### src/design/cpf_pkg.sv
`timescale 1ns / 1ps
`default_nettype none

package cpf_pkg;

    localparam logic [3:0] POS_DOT1   = 4'd3;
    localparam logic [3:0] POS_DOT2   = 4'd7;
    localparam logic [3:0] POS_DASH   = 4'd11;
    localparam logic [3:0] POS_CHECK1 = 4'd12;
    localparam logic [3:0] POS_LAST   = 4'd13;
    localparam logic [3:0] POS_MAX    = 4'd15;

    localparam logic [7:0] CHAR_DOT  = 8'h2E;
    localparam logic [7:0] CHAR_DASH = 8'h2D;
    localparam logic [7:0] CHAR_ZERO = 8'h30;
    localparam logic [7:0] CHAR_NINE = 8'h39;

    localparam logic [1:0] ERR_NONE   = 2'd0;
    localparam logic [1:0] ERR_LENGTH = 2'd1;
    localparam logic [1:0] ERR_LAYOUT = 2'd2;
    localparam logic [1:0] ERR_CHECK  = 2'd3;

    // sums are kept reduced mod 11, which is all the check values need
    typedef struct packed {
        logic [3:0] pos;
        logic       layout_ok;
        logic [3:0] first_sum;
        logic [3:0] second_sum;
        logic [3:0] first_check;
    } cpf_state_t;

    typedef struct packed {
        logic       cpf_valid;
        logic [1:0] error_kind;
    } cpf_verdict_t;

    localparam cpf_state_t STATE_RESET = '{4'd0, 1'b1, 4'd0, 4'd0, 4'd0};

    // weights for the first sum, already reduced mod 11
    function automatic logic [3:0] weight_first(input logic [3:0] pos);
        logic [3:0] w;
        begin
            case (pos)
                4'd0:    w = 4'd10;
                4'd1:    w = 4'd9;
                4'd2:    w = 4'd8;
                4'd4:    w = 4'd7;
                4'd5:    w = 4'd6;
                4'd6:    w = 4'd5;
                4'd8:    w = 4'd4;
                4'd9:    w = 4'd3;
                4'd10:   w = 4'd2;
                default: w = 4'd0;
            endcase
            return w;
        end
    endfunction

    // weights for the second sum mod 11 (weight 11 folds to 0)
    function automatic logic [3:0] weight_second(input logic [3:0] pos);
        logic [3:0] w;
        begin
            case (pos)
                4'd1:    w = 4'd10;
                4'd2:    w = 4'd9;
                4'd4:    w = 4'd8;
                4'd5:    w = 4'd7;
                4'd6:    w = 4'd6;
                4'd8:    w = 4'd5;
                4'd9:    w = 4'd4;
                4'd10:   w = 4'd3;
                4'd12:   w = 4'd2;
                default: w = 4'd0;
            endcase
            return w;
        end
    endfunction

    // x mod 11 for x < 128: quotient by reciprocal 187/2048, exact in this range
    function automatic logic [3:0] mod11(input logic [6:0] x);
        logic [14:0] m;
        logic [3:0]  q;
        logic [7:0]  qx;
        logic [6:0]  r;
        begin
            m  = {8'd0, x} * 15'd187;
            q  = m[14:11];
            qx = {4'd0, q} * 8'd11;
            r  = x - qx[6:0];
            return r[3:0];
        end
    endfunction

    // (s * 10) mod 11 is (11 - s) mod 11; a value of 10 maps to 0
    function automatic logic [3:0] check_value(input logic [3:0] s);
        logic [3:0] v;
        begin
            if (s == 4'd0 || s == 4'd1)
                v = 4'd0;
            else
                v = 4'd11 - s;
            return v;
        end
    endfunction

endpackage

`default_nettype wire

### src/design/cpf_if.sv
`timescale 1ns / 1ps
`default_nettype none

interface cpf_char_if;
    logic       valid;
    logic       ready;
    logic [7:0] char_code;
    logic       last_char;

    modport source (output valid, output char_code, output last_char, input ready);
    modport sink   (input valid, input char_code, input last_char, output ready);
endinterface

interface cpf_verdict_if;
    logic       valid;
    logic       ready;
    logic       cpf_valid;
    logic [1:0] error_kind;

    modport source (output valid, output cpf_valid, output error_kind, input ready);
    modport sink   (input valid, input cpf_valid, input error_kind, output ready);
endinterface

`default_nettype wire

### src/design/cpf_step.sv
`timescale 1ns / 1ps
`default_nettype none

module cpf_step
    import cpf_pkg::*;
(
    input  wire cpf_state_t   cur,
    input  wire logic [7:0]   char_code,
    input  wire logic         last_char,
    output cpf_state_t        nxt,
    output cpf_verdict_t      verdict
);

    logic       is_digit;
    logic [3:0] d;
    logic       fits;
    logic       in_range;
    logic [7:0] prod_first;
    logic [7:0] prod_second;
    logic [7:0] tot_first;
    logic [7:0] tot_second;
    cpf_state_t upd;
    logic [1:0] err;

    always_comb
    begin
        is_digit = char_code inside {[CHAR_ZERO:CHAR_NINE]};
        d        = is_digit ? char_code[3:0] : 4'd0;
        in_range = cur.pos inside {[4'd0:POS_LAST]};

        case (cur.pos)
            POS_DOT1, POS_DOT2: fits = (char_code == CHAR_DOT);
            POS_DASH:           fits = (char_code == CHAR_DASH);
            default:            fits = in_range ? is_digit : 1'b1;
        endcase

        prod_first  = weight_first(cur.pos) * d;
        prod_second = weight_second(cur.pos) * d;
        tot_first   = {4'd0, cur.first_sum} + prod_first;
        tot_second  = {4'd0, cur.second_sum} + prod_second;

        upd           = cur;
        upd.layout_ok = cur.layout_ok & fits;
        if (in_range)
        begin
            upd.second_sum = mod11(tot_second[6:0]);
            if (cur.pos == POS_CHECK1)
            begin
                // first sum is finished here; from now on it holds the given digit
                upd.first_check = check_value(cur.first_sum);
                upd.first_sum   = d;
            end
            else
            begin
                upd.first_sum = mod11(tot_first[6:0]);
            end
        end
        if (cur.pos != POS_MAX)
            upd.pos = cur.pos + 4'd1;

        if (cur.pos != POS_LAST)
            err = ERR_LENGTH;
        else if (!upd.layout_ok)
            err = ERR_LAYOUT;
        else if (upd.first_check != upd.first_sum || check_value(upd.second_sum) != d)
            err = ERR_CHECK;
        else
            err = ERR_NONE;

        verdict.cpf_valid  = (err == ERR_NONE);
        verdict.error_kind = err;
        nxt                = last_char ? STATE_RESET : upd;
    end

endmodule

`default_nettype wire

### src/design/cpf_check_digit_validator.sv
`timescale 1ns / 1ps
`default_nettype none

// cpf text checker, mod-11 check digits
// chars: one character a word (char_code, last_char); the text must read
//   ddd.ddd.ddd-dd, and last_char marks its final character
// verdicts: one word per text, issued for the word that carries last_char;
//   cpf_valid is 1 when error_kind is 0 (none), otherwise error_kind gives
//   wrong length, bad layout or check digit mismatch, in that priority
// path: a taken character is held in char_reg; its step result goes into
//   state_reg and, for a last character, into the verdict register
// throughput: one character every cycle while chars.ready stays high; the
//   position, layout flag and the two mod-11 sums update together
// stall: a held verdict stays in the output register; one more text can run
//   up to its last character, and chars.ready drops only while a finished
//   verdict waits behind a stalled one
// reset: clears both valid flags and the text state, returning to the start
//   of a text; a last character also returns the block to the start

module cpf_check_digit_validator
    import cpf_pkg::*;
(
    input  wire logic     clk,
    input  wire logic     rst_n,
    cpf_char_if.sink      chars,
    cpf_verdict_if.source verdicts
);

    logic         in_valid_reg;
    logic         in_valid_next;
    logic [7:0]   char_reg;
    logic         last_reg;
    cpf_state_t   state_reg;
    cpf_state_t   state_next;
    logic         out_valid_reg;
    logic         out_valid_next;
    cpf_verdict_t verdict_reg;
    cpf_verdict_t verdict_step;
    logic         advance;
    logic         take;

    cpf_step u_step (
        .cur       (state_reg),
        .char_code (char_reg),
        .last_char (last_reg),
        .nxt       (state_next),
        .verdict   (verdict_step)
    );

    // a word without last_char never needs the output register
    assign advance = in_valid_reg && (!last_reg || !out_valid_reg || verdicts.ready);
    assign take    = chars.valid && chars.ready;

    assign chars.ready         = !in_valid_reg || advance;
    assign verdicts.valid      = out_valid_reg;
    assign verdicts.cpf_valid  = verdict_reg.cpf_valid;
    assign verdicts.error_kind = verdict_reg.error_kind;

    always_comb
    begin
        in_valid_next = in_valid_reg;
        if (take)
            in_valid_next = 1'b1;
        else if (advance)
            in_valid_next = 1'b0;

        out_valid_next = out_valid_reg;
        if (advance && last_reg)
            out_valid_next = 1'b1;
        else if (verdicts.ready)
            out_valid_next = 1'b0;
    end

    always_ff @(posedge clk or negedge rst_n)
    begin
        if (!rst_n)
        begin
            in_valid_reg  <= 1'b0;
            out_valid_reg <= 1'b0;
            state_reg     <= STATE_RESET;
        end
        else
        begin
            in_valid_reg  <= in_valid_next;
            out_valid_reg <= out_valid_next;
            if (advance)
                state_reg <= state_next;
        end
    end

    always_ff @(posedge clk)
    begin
        if (take)
        begin
            char_reg <= chars.char_code;
            last_reg <= chars.last_char;
        end
        if (advance && last_reg)
            verdict_reg <= verdict_step;
    end

endmodule

`default_nettype wire

### src/flat_wrapper.sv
// flat-port wrapper written by rule: the top's interface ports become plain ports
module cpf_check_digit_validator_flat import cpf_pkg::*;
  (clk, rst_n, chars_valid, chars_char_code, chars_last_char, chars_ready, verdicts_valid, verdicts_cpf_valid, verdicts_error_kind, verdicts_ready);
  cpf_char_if chars_i ();
  cpf_verdict_if verdicts_i ();
  input  wire logic clk;
  input  wire logic rst_n;
  input wire logic [$bits(chars_i.valid)-1:0] chars_valid;
  input wire logic [$bits(chars_i.char_code)-1:0] chars_char_code;
  input wire logic [$bits(chars_i.last_char)-1:0] chars_last_char;
  output wire logic [$bits(chars_i.ready)-1:0] chars_ready;
  output wire logic [$bits(verdicts_i.valid)-1:0] verdicts_valid;
  output wire logic [$bits(verdicts_i.cpf_valid)-1:0] verdicts_cpf_valid;
  output wire logic [$bits(verdicts_i.error_kind)-1:0] verdicts_error_kind;
  input wire logic [$bits(verdicts_i.ready)-1:0] verdicts_ready;
  assign chars_i.valid = chars_valid;
  assign chars_i.char_code = chars_char_code;
  assign chars_i.last_char = chars_last_char;
  assign chars_ready = chars_i.ready;
  assign verdicts_valid = verdicts_i.valid;
  assign verdicts_cpf_valid = verdicts_i.cpf_valid;
  assign verdicts_error_kind = verdicts_i.error_kind;
  assign verdicts_i.ready = verdicts_ready;
  cpf_check_digit_validator u_core (.clk(clk), .rst_n(rst_n), .chars(chars_i), .verdicts(verdicts_i));
endmodule
### config.mk
export PLATFORM = sky130hd
export DESIGN_NAME = cpf_check_digit_validator_flat
export DESIGN_NICKNAME = d
export VERILOG_FILES = /design/src/design/cpf_pkg.sv /design/src/design/cpf_if.sv /design/src/design/cpf_step.sv /design/src/design/cpf_check_digit_validator.sv /design/src/flat_wrapper.sv
export SDC_FILE = /design/constraint.sdc
export NUM_CORES = 1
export LEC_CHECK = 0
export BUFFER_PORTS_ARGS = -buffer_cell sky130_fd_sc_hd__buf_2
export CAP_MARGIN = 20
export CORE_UTILIZATION = 60
export DETAILED_ROUTE_END_ITERATION = 16
export PLACE_DENSITY = 0.77
export SLEW_MARGIN = 20
export SYNTH_ARGS = -nofsm -noshare
export SYNTH_HDL_FRONTEND = slang
export SYNTH_SLANG_ARGS = --single-unit
### constraint.sdc
create_clock -name clk -period 14.5 [get_ports clk]
set_input_delay 2.175 -clock clk [delete_from_list [all_inputs] [get_ports clk]]
set_output_delay 2.175 -clock clk [all_outputs]
set_load 0.01 [all_outputs]
==> flow_summary.toml <==
[status]
outcome = "finished, final reports clean"

[clocking]
cts-buffers-inserted = 5
ctsResizeCount = 0
clock_sinks = 31
insertion_delay_ps = 290
clk_pin_slew_ps = 60
clock_path_buffers = 2
cts_setup_buffers = 0
cts_tree = "yes"
postCtsHoldBufs = 0
cts-root-buf = "clkbuf_8"
htreeDepth = 2

[placed_design]
io_buffer_count = 17
place_inst = 762
place_congestion = 0.8964
place_hpwl_microns = 9880
dpl_cell_area_sq_um = 5942

[route]
vias_per_cell = 5.658
post-route-drc-count = 0
routed_wl_microns = 11520
routedWlPerCell_microns = 14.97
ant_nets = 0
first_iter_violations = 111
dr.pass1.iters = 4
vias = 4357

[global_routing]
met3_usage_pct = 2.437
grt_pass1_wl_microns = 20160
overflow = 0
grt_use_met2_pct = 44.68
antenna_found_initial = 0
grt_pass1_vias = 4538
grt-busiest-layer = "met2"
grt_use_met1_pct = 32.43
grt_max_degree = 25
grt_use_total_pct = 25.17

[die]
start_util_pct = 62.26
rows = 35
die_x_microns = 100.2
die-area_sq_um = 10030
die_y_microns = 100.2
ios = 18
core_sq_um = 9284

[timing]
min_period_over_period_pct = 82.29
max_slew_margin_pct = 51.08
rsz0062_at_grt = "false"
setup_viol_count_final = 0
skew_ps = 9.617
worstMarginPinSlew_ps = 733.8
maxSlewViolCount = 0
setup-tns-final_ps = 0
finalCriticalPeriod_ps = 11930
max_freq_mhz = 83.81
hold_viol = 0

[cells_and_area]
fillerInstances = 798
largest_register_ffs = 17
layout-drive-gt1-share_pct = 7.176
area_delta_synth_final_pct = 4.416
nNetsFinal = 816
fin_util_pct = 65.01
final_cells = 770
diodes = 0
seq_area_sq_um = 837.1
design_area_sq_um = 6036
multi_input_comb_area_sq_um = 4434

[yosys]
yosys-top-cells-area = "ha_1, fa_1, dfrtp_1"
syn_area_sq_um = 5781
synth_common_cells = "ha_1, inv_1, fa_1"
synth_edf_count = 12
async_reset_ff_share_pct = 61.29
ys_warn_count = 0
synth_cells = 631
synth_cell_type_count = 75
synth_top_area_share_pct = 24.89
syn_avg_cell_area_sq_um = 9.161
yosysMostFrequentCell = "ha_1"
yosys.area.top_type = "ha_1"
synth-seq-area-share_pct = 14.48
synth_nets = 807
synth_ff_type = "dfrtp_1"
ys_seq_elements = 31

[pwr]
ir_drop_mv = 0.08585
power_density_nw_per_um2 = 97.07
p_leak_nw = 3.289
total_power_mw = 0.5859

[critical_path]
startpoint_type = "register"
path_common_cell = "ha_1"
critPathSlowestCell = "dfrtp_1"
crit_required_ps = 14530
cp-end-kind = "register"
cp.arrival_ps = 11960
cpPeakStageDelay_ps = 820
critPathMaxFanout = 24
critPathKind = "reg -> reg"

[flow_run]
cap_violations = 0

[hold_path]
min_path_type = "reg -> reg"
==> final cells by class <==
cell class                 instances  area share [%]
inverter                         113           7.027
timing repair buffer              17           1.410
tap                              129           2.674
multi-input combinational        472           73.47
clock inverter                     2          0.1866
clock buffer                       6           1.368
sequential                        31           13.87
==> cells by family (layout without fill, tap and decap cells) <==
group	Yosys count	count (layout)	share of synthesized area, %
AOI/OAI and AO/OA	96	96	11.49
xor gates and xnor gates	43	43	7.013
adders and majority gates	163	163	41.52
buffers and inverters	128	138	8.809
DFF	31	31	14.48
muxes	12	12	2.597
and+or+nand+nor	158	158	14.09
==> final timing paths <==
| kind | startpoint | to | slack, ps | cells after the start |
|---|---|---|---|---|
| max | u_core.state_reg[16] | u_core.verdicts.error_kind[1] | 2570 | 42 |
| min | u_core.state_reg[12] | u_core.state_reg[12] | 490 | 2 |
| max reg2reg | u_core.state_reg[16] | u_core.verdicts.error_kind[1] | 2570 | 42 |
| min reg2reg | u_core.state_reg[12] | u_core.state_reg[12] | 490 | 2 |
| max in group asynchronous | rst_n | u_core.state_reg[12] | 12310 | 1 |
| min in group asynchronous | rst_n | u_core.state_reg[9] | 1840 | 1 |
==> layer usage <==
layer / routed length (microns) / vias up
met4: 283 / 0
met5: 0 / -
met1: 5156 / 2088
met2: 5687 / 101
met3: 396 / 23
li1: - / 2145
==> power breakdown <==
group	total, mW	switching (mW)	internal, mW
clock network	0.0706	0.0328	0.0378
logic	0.398	0.234	0.164
registers	0.117	0.0142	0.103
total	0.586	0.281	0.305
==> worst max-delay path, delay by kind of cell (launching register included) <==
kind	cells	cell delay, ps
AO/OA/AOI/OAI	10	2290
multiplexers	1	190
flip-flops	1	820
buffers and inverters	4	210
adder cells (fa/ha/maj)	13	4980
AND/OR/NAND/NOR	8	1730
XOR/XNOR	6	1450
==> metrics by stage <==
| stage | hold slack, ps | setup slack [ps] |
|---|---|---|
| 6_report | 490.0 | 2568 |
| 5_1_grt | 504.9 | 1665 |
| 4_1_cts | 495.2 | 2537 |
| 3_5_place_dp | 482.2 | 2621 |
| 3_3_place_gp | 478.2 | 3085 |
| 2_1_floorplan | 450.2 | 3602 |
==> placed cells by master (no fill, tap or decap), types with 11 or more instances in the layout <==
cell / Yosys / routed
edfxtp_1: 12 / 12
nor2_1: 37 / 37
a21oi_1: 25 / 25
inv_1: 113 / 113
o21ai_0: 13 / 13
a21o_1: 11 / 11
ha_1: 115 / 115
nand3_1: 14 / 14
xor2_1: 12 / 12
buf_2: 5 / 17
dfrtp_1: 18 / 18
xnor2_1: 29 / 29
nand2_1: 40 / 40
fa_1: 48 / 48
(Power assumes the default switching activity.)
